===== src/rtl/core/ibm_pkg.sv =====
`timescale 1ns / 1ps
// ----------------------------------------------------------------------------
// ibm_pkg
// types, codes and constants shared by the i2c byte master files
// ----------------------------------------------------------------------------
package ibm_pkg;

  localparam int COUNT_WIDTH_DEF = 16;
  localparam int CFG_W           = 16;
  localparam int PADDR_W         = 3;
  localparam int PDATA_W         = 32;
  localparam int WAIT_W          = 17;

  localparam logic [CFG_W-1:0]  UNIT_TICKS_RST  = 16'd100;
  localparam logic [CFG_W-1:0]  ACK_TIMEOUT_RST = 16'd250;
  localparam logic [WAIT_W-1:0] WAIT_MAX        = 17'h1FFFF;
  localparam logic [3:0]        BITS_PER_BYTE   = 4'd8;

  localparam logic [2:0] UNITS_EDGE = 3'd4;
  localparam logic [2:0] UNITS_BIT  = 3'd2;
  localparam logic [2:0] UNITS_ONE  = 3'd1;

  typedef enum logic [1:0] {
    OP_START = 2'd0,
    OP_STOP  = 2'd1,
    OP_WRITE = 2'd2,
    OP_READ  = 2'd3
  } ibm_op_t;

  typedef enum logic [0:0] {
    REG_UNIT_TICKS  = 1'b0,
    REG_ACK_TIMEOUT = 1'b1
  } ibm_reg_t;

  typedef enum logic [3:0] {
    PH_IDLE       = 4'd0,
    PH_START_A    = 4'd1,
    PH_START_B    = 4'd2,
    PH_STOP_A     = 4'd3,
    PH_STOP_B     = 4'd4,
    PH_WR_LOW     = 4'd5,
    PH_WR_HIGH    = 4'd6,
    PH_WR_TAIL    = 4'd7,
    PH_ACK_REL    = 4'd8,
    PH_ACK_HIGH   = 4'd9,
    PH_ACK_POLL   = 4'd10,
    PH_RD_LOW     = 4'd11,
    PH_RD_HIGH    = 4'd12,
    PH_RDACK_LOW  = 4'd13,
    PH_RDACK_HIGH = 4'd14
  } ibm_phase_t;

  typedef struct packed {
    logic       cmd_valid;
    ibm_op_t    operation;
    logic [7:0] tx_byte;
    logic       send_ack;
    logic       sda_in;
  } ibm_item_t;

  typedef struct packed {
    logic       scl;
    logic       sda_out;
    logic       sda_drive;
    logic       busy_res;
    logic       done_res;
    logic [7:0] rx_byte;
    logic       ack_error;
  } ibm_result_t;

  typedef struct packed {
    logic [CFG_W-1:0] unit_ticks;
    logic [CFG_W-1:0] ack_timeout;
  } ibm_cfg_t;

endpackage


===== src/rtl/core/i2c_byte_master_top.sv =====
`timescale 1ns / 1ps
// ----------------------------------------------------------------------------
// i2c_byte_master_top
// i2c master byte engine: start, stop, byte write with ack wait, byte read
//
//   channel  handshake               payload
//   in       in_valid / in_ready     cmd_valid operation tx_byte send_ack sda_in
//   out      out_valid / out_ready   scl sda_out sda_drive busy_res done_res
//                                    rx_byte ack_error
//   cfg      apb write, pready high  unit_ticks (0x0), ack_timeout (0x4)
//
// one tick item per cycle while the result is taken; each result passes the input
// register, then the phase sequencer into the result register
// reset clears the sequencer to idle with scl high and sda released,
// unit_ticks to 100 and ack_timeout to 250
// out_ready low holds the result; the input register still takes one item
// ----------------------------------------------------------------------------
module i2c_byte_master_top
  import ibm_pkg::*;
#(
  parameter int COUNT_WIDTH = COUNT_WIDTH_DEF
) (
  input  logic               clk,
  input  logic               rst,
  input  logic               psel,
  input  logic               penable,
  input  logic               pwrite,
  input  logic [PADDR_W-1:0] paddr,
  input  logic [PDATA_W-1:0] pwdata,
  output logic [PDATA_W-1:0] prdata,
  output logic               pready,
  input  logic               in_valid,
  output logic               in_ready,
  input  logic               cmd_valid,
  input  logic [1:0]         operation,
  input  logic [7:0]         tx_byte,
  input  logic               send_ack,
  input  logic               sda_in,
  output logic               out_valid,
  input  logic               out_ready,
  output logic               scl,
  output logic               sda_out,
  output logic               sda_drive,
  output logic               busy_res,
  output logic               done_res,
  output logic [7:0]         rx_byte,
  output logic               ack_error
);

  ibm_cfg_t    cfg;
  ibm_item_t   in_item;
  ibm_item_t   q_item;
  logic        q_valid;
  logic        take;
  ibm_result_t result;

  assign in_item.cmd_valid = cmd_valid;
  assign in_item.operation = ibm_op_t'(operation);
  assign in_item.tx_byte   = tx_byte;
  assign in_item.send_ack  = send_ack;
  assign in_item.sda_in    = sda_in;

  ibm_apb_regs u_regs (
    .clk     (clk),
    .rst     (rst),
    .psel    (psel),
    .penable (penable),
    .pwrite  (pwrite),
    .paddr   (paddr),
    .pwdata  (pwdata),
    .prdata  (prdata),
    .pready  (pready),
    .cfg     (cfg)
  );

  ibm_in_reg u_in (
    .clk      (clk),
    .rst      (rst),
    .in_valid (in_valid),
    .in_ready (in_ready),
    .in_item  (in_item),
    .take     (take),
    .q_valid  (q_valid),
    .q_item   (q_item)
  );

  ibm_engine #(
    .COUNT_WIDTH (COUNT_WIDTH)
  ) u_engine (
    .clk        (clk),
    .rst        (rst),
    .cfg        (cfg),
    .item_valid (q_valid),
    .item       (q_item),
    .take       (take),
    .out_valid  (out_valid),
    .out_ready  (out_ready),
    .result     (result)
  );

  assign scl       = result.scl;
  assign sda_out   = result.sda_out;
  assign sda_drive = result.sda_drive;
  assign busy_res  = result.busy_res;
  assign done_res  = result.done_res;
  assign rx_byte   = result.rx_byte;
  assign ack_error = result.ack_error;

endmodule


===== src/rtl/core/ibm_apb_regs.sv =====
`timescale 1ns / 1ps
// ----------------------------------------------------------------------------
// ibm_apb_regs
// apb configuration registers: unit ticks and ack timeout
// ----------------------------------------------------------------------------
module ibm_apb_regs
  import ibm_pkg::*;
(
  input  logic               clk,
  input  logic               rst,
  input  logic               psel,
  input  logic               penable,
  input  logic               pwrite,
  input  logic [PADDR_W-1:0] paddr,
  input  logic [PDATA_W-1:0] pwdata,
  output logic [PDATA_W-1:0] prdata,
  output logic               pready,
  output ibm_cfg_t           cfg
);

  ibm_reg_t reg_sel;
  logic     wr_en;

  assign reg_sel = ibm_reg_t'(paddr[2]);
  assign wr_en   = psel && penable && pwrite;
  assign pready  = 1'b1;

  always_ff @(posedge clk) begin
    if (rst) begin
      cfg.unit_ticks  <= UNIT_TICKS_RST;
      cfg.ack_timeout <= ACK_TIMEOUT_RST;
    end else if (wr_en) begin
      unique case (reg_sel)
        REG_UNIT_TICKS:  cfg.unit_ticks  <= pwdata[CFG_W-1:0];
        REG_ACK_TIMEOUT: cfg.ack_timeout <= pwdata[CFG_W-1:0];
        default: ;
      endcase
    end
  end

  always_comb begin
    unique case (reg_sel)
      REG_UNIT_TICKS:  prdata = PDATA_W'(cfg.unit_ticks);
      REG_ACK_TIMEOUT: prdata = PDATA_W'(cfg.ack_timeout);
      default:         prdata = '0;
    endcase
  end

endmodule


===== src/rtl/core/ibm_in_reg.sv =====
`timescale 1ns / 1ps
// ----------------------------------------------------------------------------
// ibm_in_reg
// input register for one tick item, drained by the engine
// ----------------------------------------------------------------------------
module ibm_in_reg
  import ibm_pkg::*;
(
  input  logic      clk,
  input  logic      rst,
  input  logic      in_valid,
  output logic      in_ready,
  input  ibm_item_t in_item,
  input  logic      take,
  output logic      q_valid,
  output ibm_item_t q_item
);

  assign in_ready = !q_valid || take;

  always_ff @(posedge clk) begin
    if (rst) begin
      q_valid <= 1'b0;
    end else if (in_ready) begin
      q_valid <= in_valid;
    end
  end

  always_ff @(posedge clk) begin
    if (in_valid && in_ready) begin
      q_item <= in_item;
    end
  end

endmodule


===== src/rtl/core/ibm_engine.sv =====
`timescale 1ns / 1ps
// ----------------------------------------------------------------------------
// ibm_engine
// bus phase sequencer: one tick per item, result register on the output
// ----------------------------------------------------------------------------
module ibm_engine
  import ibm_pkg::*;
#(
  parameter int COUNT_WIDTH = COUNT_WIDTH_DEF
) (
  input  logic        clk,
  input  logic        rst,
  input  ibm_cfg_t    cfg,
  input  logic        item_valid,
  input  ibm_item_t   item,
  output logic        take,
  output logic        out_valid,
  input  logic        out_ready,
  output ibm_result_t result
);

  localparam int UW = (COUNT_WIDTH > CFG_W) ? COUNT_WIDTH : CFG_W;

  ibm_phase_t             phase, phase_next;
  logic [COUNT_WIDTH-1:0] tick_count, tick_next;
  logic [2:0]             unit_cnt, unit_cnt_next;
  logic [2:0]             seg_units, seg_units_next;
  logic [3:0]             bit_count, bit_next;
  logic [7:0]             shift_reg, shift_next;
  logic [WAIT_W-1:0]      wait_count, wait_next;
  logic                   ack_choice, ack_choice_next;
  logic                   pin_scl, scl_next;
  logic                   pin_sda, sda_next;
  logic                   pin_drive, drive_next;
  logic                   error_flag, err_next;
  logic [7:0]             rx_hold, rx_next;

  logic [UW-1:0]          unit_ext;
  logic [UW-1:0]          cmax_ext;
  logic [UW-1:0]          u_wide;
  logic [COUNT_WIDTH-1:0] u_eff;
  logic [COUNT_WIDTH-1:0] tick_inc;
  logic                   unit_hit;
  logic                   seg_end;
  logic [WAIT_W-1:0]      wait_inc;

  logic       done;
  logic       seg_load;
  logic       pin_load;
  ibm_phase_t seg_ph;
  logic [2:0] seg_n;
  logic       set_c;
  logic       set_d;
  logic       set_drv;

  // effective unit length: zero acts as one, clamp to counter range
  assign unit_ext = UW'(cfg.unit_ticks);
  assign cmax_ext = UW'({COUNT_WIDTH{1'b1}});
  always_comb begin
    if (unit_ext == '0) begin
      u_wide = UW'(1);
    end else if (unit_ext > cmax_ext) begin
      u_wide = cmax_ext;
    end else begin
      u_wide = unit_ext;
    end
  end
  assign u_eff    = u_wide[COUNT_WIDTH-1:0];
  assign tick_inc = tick_count + COUNT_WIDTH'(1);
  assign unit_hit = tick_inc >= u_eff;
  assign seg_end  = unit_hit && (3'(unit_cnt + 3'd1) >= seg_units);
  assign wait_inc = (wait_count != WAIT_MAX) ? wait_count + WAIT_W'(1) : wait_count;

  assign take = item_valid && (!out_valid || out_ready);

  always_comb begin
    phase_next      = phase;
    tick_next       = tick_count;
    unit_cnt_next   = unit_cnt;
    seg_units_next  = seg_units;
    bit_next        = bit_count;
    shift_next      = shift_reg;
    wait_next       = wait_count;
    ack_choice_next = ack_choice;
    err_next        = error_flag;
    rx_next         = rx_hold;
    done            = 1'b0;
    seg_load        = 1'b0;
    pin_load        = 1'b0;
    seg_ph          = phase;
    seg_n           = seg_units;
    set_c           = pin_scl;
    set_d           = pin_sda;
    set_drv         = pin_drive;

    unique case (phase)
      PH_IDLE: begin
        if (item.cmd_valid) begin
          bit_next = '0;
          seg_load = 1'b1;
          unique case (item.operation)
            OP_START: begin
              seg_ph = PH_START_A; seg_n = UNITS_EDGE;
              set_c = 1'b1; set_d = 1'b1; set_drv = 1'b1;
            end
            OP_STOP: begin
              seg_ph = PH_STOP_A; seg_n = UNITS_EDGE;
              set_c = 1'b0; set_d = 1'b0; set_drv = 1'b1;
            end
            OP_WRITE: begin
              shift_next = item.tx_byte;
              err_next   = 1'b0;
              seg_ph = PH_WR_LOW; seg_n = UNITS_BIT;
              set_c = 1'b0; set_d = item.tx_byte[7]; set_drv = 1'b1;
            end
            OP_READ: begin
              ack_choice_next = item.send_ack;
              shift_next      = '0;
              seg_ph = PH_RD_LOW; seg_n = UNITS_BIT;
              set_c = 1'b0; set_d = 1'b1; set_drv = 1'b0;
            end
            default: ;
          endcase
        end
      end
      PH_ACK_POLL: begin
        if (!item.sda_in) begin
          phase_next = PH_IDLE;
          pin_load   = 1'b1;
          set_c = 1'b0; set_d = 1'b1; set_drv = 1'b0;
          done       = 1'b1;
        end else begin
          wait_next = wait_inc;
          if (wait_inc > WAIT_W'(cfg.ack_timeout)) begin
            err_next = 1'b1;
            seg_load = 1'b1;
            seg_ph = PH_STOP_A; seg_n = UNITS_EDGE;
            set_c = 1'b0; set_d = 1'b0; set_drv = 1'b1;
          end
        end
      end
      default: begin
        tick_next     = unit_hit ? '0 : tick_inc;
        unit_cnt_next = unit_hit ? 3'(unit_cnt + 3'd1) : unit_cnt;
        if (seg_end) begin
          unique case (phase)
            PH_START_A: begin
              seg_load = 1'b1;
              seg_ph = PH_START_B; seg_n = UNITS_EDGE;
              set_c = 1'b1; set_d = 1'b0; set_drv = 1'b1;
            end
            PH_START_B: begin
              phase_next = PH_IDLE;
              pin_load   = 1'b1;
              set_c = 1'b0; set_d = 1'b0; set_drv = 1'b1;
              done       = 1'b1;
            end
            PH_STOP_A: begin
              seg_load = 1'b1;
              seg_ph = PH_STOP_B; seg_n = UNITS_EDGE;
              set_c = 1'b1; set_d = 1'b1; set_drv = 1'b1;
            end
            PH_STOP_B: begin
              phase_next = PH_IDLE;
              done       = 1'b1;
            end
            PH_WR_LOW: begin
              seg_load = 1'b1;
              seg_ph = PH_WR_HIGH; seg_n = UNITS_BIT;
              set_c = 1'b1; set_d = pin_sda; set_drv = 1'b1;
            end
            PH_WR_HIGH: begin
              seg_load = 1'b1;
              seg_ph = PH_WR_TAIL; seg_n = UNITS_BIT;
              set_c = 1'b0; set_d = pin_sda; set_drv = 1'b1;
            end
            PH_WR_TAIL: begin
              bit_next   = 4'(bit_count + 4'd1);
              shift_next = {shift_reg[6:0], 1'b0};
              seg_load   = 1'b1;
              if (bit_next < BITS_PER_BYTE) begin
                seg_ph = PH_WR_LOW; seg_n = UNITS_BIT;
                set_c = 1'b0; set_d = shift_reg[6]; set_drv = 1'b1;
              end else begin
                wait_next = '0;
                seg_ph = PH_ACK_REL; seg_n = UNITS_ONE;
                set_c = 1'b0; set_d = 1'b1; set_drv = 1'b0;
              end
            end
            PH_ACK_REL: begin
              seg_load = 1'b1;
              seg_ph = PH_ACK_HIGH; seg_n = UNITS_ONE;
              set_c = 1'b1; set_d = 1'b1; set_drv = 1'b0;
            end
            PH_ACK_HIGH: begin
              phase_next = PH_ACK_POLL;
            end
            PH_RD_LOW: begin
              shift_next = {shift_reg[6:0], item.sda_in};
              seg_load   = 1'b1;
              seg_ph = PH_RD_HIGH; seg_n = UNITS_ONE;
              set_c = 1'b1; set_d = 1'b1; set_drv = 1'b0;
            end
            PH_RD_HIGH: begin
              bit_next = 4'(bit_count + 4'd1);
              seg_load = 1'b1;
              seg_n    = UNITS_BIT;
              set_c    = 1'b0;
              if (bit_next < BITS_PER_BYTE) begin
                seg_ph = PH_RD_LOW; set_d = 1'b1; set_drv = 1'b0;
              end else begin
                seg_ph = PH_RDACK_LOW; set_d = !ack_choice; set_drv = 1'b1;
              end
            end
            PH_RDACK_LOW: begin
              seg_load = 1'b1;
              seg_ph = PH_RDACK_HIGH; seg_n = UNITS_BIT;
              set_c = 1'b1; set_d = pin_sda; set_drv = 1'b1;
            end
            PH_RDACK_HIGH: begin
              phase_next = PH_IDLE;
              pin_load   = 1'b1;
              set_c = 1'b0; set_d = pin_sda; set_drv = 1'b1;
              rx_next    = shift_reg;
              done       = 1'b1;
            end
            default: begin
              phase_next = PH_IDLE;
            end
          endcase
        end
      end
    endcase

    if (seg_load) begin
      phase_next     = seg_ph;
      seg_units_next = seg_n;
      unit_cnt_next  = '0;
      tick_next      = '0;
    end
    scl_next   = (seg_load || pin_load) ? set_c : pin_scl;
    drive_next = (seg_load || pin_load) ? set_drv : pin_drive;
    sda_next   = (seg_load || pin_load) ? (set_drv ? set_d : 1'b1) : pin_sda;
  end

  always_ff @(posedge clk) begin
    if (rst) begin
      phase      <= PH_IDLE;
      tick_count <= '0;
      unit_cnt   <= '0;
      seg_units  <= '0;
      bit_count  <= '0;
      shift_reg  <= '0;
      wait_count <= '0;
      ack_choice <= 1'b0;
      pin_scl    <= 1'b1;
      pin_sda    <= 1'b1;
      pin_drive  <= 1'b0;
      error_flag <= 1'b0;
      rx_hold    <= '0;
    end else if (take) begin
      phase      <= phase_next;
      tick_count <= tick_next;
      unit_cnt   <= unit_cnt_next;
      seg_units  <= seg_units_next;
      bit_count  <= bit_next;
      shift_reg  <= shift_next;
      wait_count <= wait_next;
      ack_choice <= ack_choice_next;
      pin_scl    <= scl_next;
      pin_sda    <= sda_next;
      pin_drive  <= drive_next;
      error_flag <= err_next;
      rx_hold    <= rx_next;
    end
  end

  always_ff @(posedge clk) begin
    if (rst) begin
      out_valid <= 1'b0;
    end else if (take) begin
      out_valid <= 1'b1;
    end else if (out_ready) begin
      out_valid <= 1'b0;
    end
  end

  always_ff @(posedge clk) begin
    if (take) begin
      result.scl       <= scl_next;
      result.sda_out   <= sda_next;
      result.sda_drive <= drive_next;
      result.busy_res  <= (phase_next != PH_IDLE);
      result.done_res  <= done;
      result.rx_byte   <= rx_next;
      result.ack_error <= err_next;
    end
  end

  a_done_not_busy: assert property (@(posedge clk) disable iff (rst)
    out_valid |-> !(result.done_res && result.busy_res))
    else $error("done and busy in one result");

  a_released_high: assert property (@(posedge clk) disable iff (rst)
    (out_valid && !result.sda_drive) |-> result.sda_out)
    else $error("released sda not reading high");

  a_hold_state: assert property (@(posedge clk) disable iff (rst)
    !take |=> $stable(phase) && $stable(tick_count))
    else $error("engine state moved without a transfer");

  a_bit_range: assert property (@(posedge clk) disable iff (rst)
    bit_count <= BITS_PER_BYTE)
    else $error("bit count out of range");

endmodule


===== config.mk =====
export PLATFORM = sky130hd
export DESIGN_NAME = i2c_byte_master_top
export DESIGN_NICKNAME = d
export VERILOG_FILES = /design/src/rtl/core/ibm_pkg.sv /design/src/rtl/core/i2c_byte_master_top.sv /design/src/rtl/core/ibm_apb_regs.sv /design/src/rtl/core/ibm_in_reg.sv /design/src/rtl/core/ibm_engine.sv
export SDC_FILE = /design/constraint.sdc
export NUM_CORES = 1
export LEC_CHECK = 0
export ABC_AREA = 0
export BUFFER_PORTS_ARGS = -buffer_cell sky130_fd_sc_hd__buf_2
export CORE_ASPECT_RATIO = 0.9
export CORE_UTILIZATION = 40
export DETAILED_ROUTE_END_ITERATION = 6
export SYNTH_ARGS = -nofsm -noshare
export SYNTH_HDL_FRONTEND = slang
export SYNTH_SLANG_ARGS = --single-unit
export TNS_END_PERCENT = 10

===== constraint.sdc =====
create_clock -name clk -period 6.86 [get_ports clk]
set_input_delay 0.343 -clock clk [delete_from_list [all_inputs] [get_ports clk]]
set_output_delay 0.343 -clock clk [all_outputs]
set_load 0.1 [all_outputs]

==> key figures <==
Outcome
  – Status: complete, no violations

Critical path
  – R2r setup slk: ~1.7 ns
  – Startpoint types: flip-flop
  – Combined buffer and inverter count along the critical path: 0
  – Worst setup EP type: flip-flop
  – Worst Path Arrival: ~5.5 ns
  – Largest incremental delay on the critical path: 0.67 ns
  – Capturing point of the worst reg2reg path: u_engine.tick_count[15]$_SDFFE_PP0P_
  – Worst reg2reg path depth: 16
  – Crit-path slowest cell: sky130_fd_sc_hd__o31ai_4
  – Worst-path cell chain: ha_1 > and4_1 > and4bb_1 > a211oi_1 > nand2_1 > nor2_1 > xnor2_1 > ha_1 > nand4_1 > nor4_2 > a21oi_1 > a32o_1 > o31ai_4 > o21bai_4 > nand2_2 > a21oi_1
  – Cell family contributing the most delay on the critical path: compound AO/OA/AOI/OAI gates
  – Required @ worst endpoint: 7.21 ns
  – Launch instance of the worst register-to-register path: u_engine.wait_count[0]$_SDFFE_PP0P_
  – Worst setup path startpoint: u_engine.wait_count[0]$_SDFFE_PP0P_
  – Kind of critical path: flip-flop to flip-flop
  – Maximum fanout encountered on the critical timing path: 19

Routing
  – Number of violations reported at the end of detailed-routing iteration 0: approximately 680
  – Vias per cell: 5.43
  – Number of routed nets with antenna violations: 0
  – Average routed wire per standard cell: 15.8 um
  – Pre-Repair DR Iteration Count: 6
  – Number of DRC violations after detailed routing: 0
  – Overall via count from detail_route: roughly 6,700
  – Overall routed net length: 19.4 mm

Timing
  – Headroom to the max-slew limit: roughly two fifths
  – Final worst path period need: between 5 and 6 ns
  – Clock Skew: 0.0145 ns
  – Tcrit/Tclk final: 75.0%
  – Final number of setup-violating endpoints: 0
  – Number of failing hold endpoints at the final stage: 0
  – Highest Clock Rate: 0.194 GHz
  – Setup TNS after final layout: 0 ns
  – Number of pins with negative max-slew slack in the final report: 0
  – RSZ-0062 raised after global routing: no
  – Worst-margin pin slew: approximately 0.9 ns

CTS
  – Total clock buffers created by CTS: 17
  – CTS tree: done
  – Root Buffer: sky130_fd_sc_hd__clkbuf_16
  – CTS H-Tree Depth: 4
  – Setup repair bufs after CTS: 0
  – Maximum root-to-sink buffer count: 2
  – Post_cts resized: 0
  – Clk_lat worst skew: 0.43 ns
  – Quantity of hold-fixing buffers added after cts: 0
  – Clock sink total: 129
  – Clock edge transition at the registers on the reported setup and hold paths: 0.06 ns

Finish
  – Final standard cell count with taps included and fillers excluded: 1,229
  – Number of flip-flops under the largest register name: 32
  – Number of nets in the finished design: 1,071
  – Registers with the most flip-flops: u_regs.cfg: 32 flops, u_engine.wait_count: 17 flops, u_engine.tick_count: 16 flops
  – Share of cells above drive strength 1: between 10% and 20%
  – Layout overhead on the synthesized area: 13.9%
  – Largest register by flop count: u_regs.cfg
  – Number of antenna cells inserted: 0

Global routing
  – Total overflow reported by the global router: 0
  – Number of antenna violations at the first check in global routing: 0
  – Largest net degree at the start of global routing: 65
  – GR Layer Usage met2: between 30 and 40%
  – Number of global-route vias before repair: about 6,000
  – Met3 track utilization from global routing: 3.95%
  – Most Crowded Layer GR: met2
  – Total track usage: 20.4%
  – Global-route track usage on met1: between 20% and 30%
  – Global-route wire length before repair: around 32 mm

Logic synthesis
  – Syn Area/Cell: 8.39 um^2
  – Leading cell types by total area after synthesis: sky130_fd_sc_hd__dfxtp_1, sky130_fd_sc_hd__edfxtp_1, sky130_fd_sc_hd__ha_1
  – Number of synthesized flops with an enable pin: 27
  – Share of synthesized area occupied by flip-flops and latches: a little under two fifths
  – Area share of the largest cell type after synthesis: 26.5%
  – Count of distinct cell types in the synthesized netlist: 82
  – Most area-hungry cell type in the Yosys netlist: sky130_fd_sc_hd__dfxtp_1
  – Warning count from the yosys run: 0
  – Most frequent cell after synthesis: sky130_fd_sc_hd__nand2_1
  – Most used flip-flop cell after synthesis: sky130_fd_sc_hd__dfxtp_1
  – Instance count of the mapped netlist: between 900 and 1,000
  – Total of flip-flops plus latches after synthesis: 129
  – Synth async-reset ratio: 0%
  – Post-synthesis cell area: 0.00772 mm^2
  – Commonest cells in the netlist: sky130_fd_sc_hd__nand2_1, sky130_fd_sc_hd__dfxtp_1, sky130_fd_sc_hd__nor2_1, sky130_fd_sc_hd__a21oi_1, sky130_fd_sc_hd__inv_1

Floorplan
  – Floorplan die area: 0.0199 mm^2
  – Num rows: 47
  – Horizontal extent of the die: about 150 um
  – I/O Pins: roughly 100
  – Core Region: 0.0186 mm^2
  – Die Height: ~130 um
  – Effective utilization at floorplan: 41.4%

Worst hold path
  – Worst-case hold path end point: u_in.q_item[9]$_DFFE_PP_
  – Worst Hold Launch: tx_byte[7]
  – WHS Path Cells: 1
  – Worst min-delay path category: primary input to flip-flop

Power and ir drop
  – Highest ir drop seen on vdd: 0.127 mV
  – Power per cell area: 235 mW/mm^2
  – Leak Pwr: 3.52 nW

Run
  – Count of max-cap constraint violations: 0

Placement
  – Half-perimeter wire length of the detailed placement result: 13.7 mm
  – # placed instances: 1,197
  – Input/output buffers: 68
  – Routability congestion estimate: 0.890
area by class of cell:
| class | count | area (um^2) |
|---|---|---|
| Sequential cell | 129 | 2850 |
| Fill cell | 1840 | 9850 |
| Clock buffer | 18 | 429 |
| Clock inverter | 14 | 179 |
| Timing Repair Buffer | 79 | 423 |
| Tap cell | 245 | 307 |
| Multi-Input combinational cell | 693 | 4410 |
| Inverter | 51 | 191 |
worst max path at each step:
stage / cells past startpoint / to / slack, ns
floorplan: 15 / u_engine.result[12]$_DFFE_PP_ / 2.78
global placement: 16 / u_engine.tick_count[15]$_SDFFE_PP0P_ / 1.82
detailed placement: 16 / u_engine.tick_count[15]$_SDFFE_PP0P_ / 1.82
CTS: 16 / u_engine.tick_count[15]$_SDFFE_PP0P_ / 1.76
global route: 16 / u_engine.tick_count[0]$_SDFFE_PP0P_ / 1.32
finish: 16 / u_engine.tick_count[15]$_SDFFE_PP0P_ / 1.71
cell families after synthesis:
family	synth area share [%]
AO/OA/AOI/OAI	20.1
XOR/XNOR	5.33
adder cells (fa/ha/maj)	7.30
buffers and inverters	6.60
flip-flops	37.0
multiplexers	2.82
other	0.0973
AND/OR/NAND/NOR	20.8
through the flow:
stage	utilization (%)	instance area (um^2)	hold slack [ns]	worst slack, ns	power (mW)
global placement	43.9	8190	0.446	1.82	1.13
detailed placement	43.9	8190	0.455	1.82	1.13
finish	47.2	8790	0.0885	1.71	2.07
floorplan	-	7770	0.436	2.78	1.08
global route	47.2	8790	0.0679	1.32	2.15
CTS	47.2	8790	0.0706	1.76	2.09
per-layer routing:
metal	up-vias	wire, um
li1	3349	-
met1	3075	9390
met2	228	8650
met3	27	1040
met4	0	341
met5	-	0
where the power goes:
group | switching [mW] | internal, mW | total [mW]
clock network | 0.373 | 0.578 | 0.950
registers | 0.0186 | 0.801 | 0.820
logic | 0.225 | 0.0727 | 0.298
total | 0.617 | 1.45 | 2.07
cells in the final DEF (no fill, tap or decap), types with 6 or more instances in the layout:
cell type / count
sky130_fd_sc_hd__a21oi_1: 74
sky130_fd_sc_hd__buf_4: 11
sky130_fd_sc_hd__conb_1: 17
sky130_fd_sc_hd__and3_1: 7
sky130_fd_sc_hd__a31oi_1: 9
sky130_fd_sc_hd__dfxtp_1: 102
sky130_fd_sc_hd__o211a_1: 8
sky130_fd_sc_hd__a211oi_1: 14
sky130_fd_sc_hd__o22ai_1: 6
sky130_fd_sc_hd__nand3_1: 28
sky130_fd_sc_hd__nand4_1: 13
sky130_fd_sc_hd__nand2b_1: 10
sky130_fd_sc_hd__clkbuf_16: 17
sky130_fd_sc_hd__ha_1: 45
sky130_fd_sc_hd__nor3b_1: 8
sky130_fd_sc_hd__xnor2_1: 35
sky130_fd_sc_hd__buf_2: 68
sky130_fd_sc_hd__inv_1: 47
sky130_fd_sc_hd__nor3_1: 16
sky130_fd_sc_hd__nor2_1: 91
sky130_fd_sc_hd__o211ai_1: 16
sky130_fd_sc_hd__mux2_2: 14
sky130_fd_sc_hd__o21ai_0: 42
sky130_fd_sc_hd__xor2_1: 12
sky130_fd_sc_hd__edfxtp_1: 27
sky130_fd_sc_hd__nand2_1: 126
sky130_fd_sc_hd__mux2i_1: 6
Note: power is estimated with default switching activity, not from simulation.
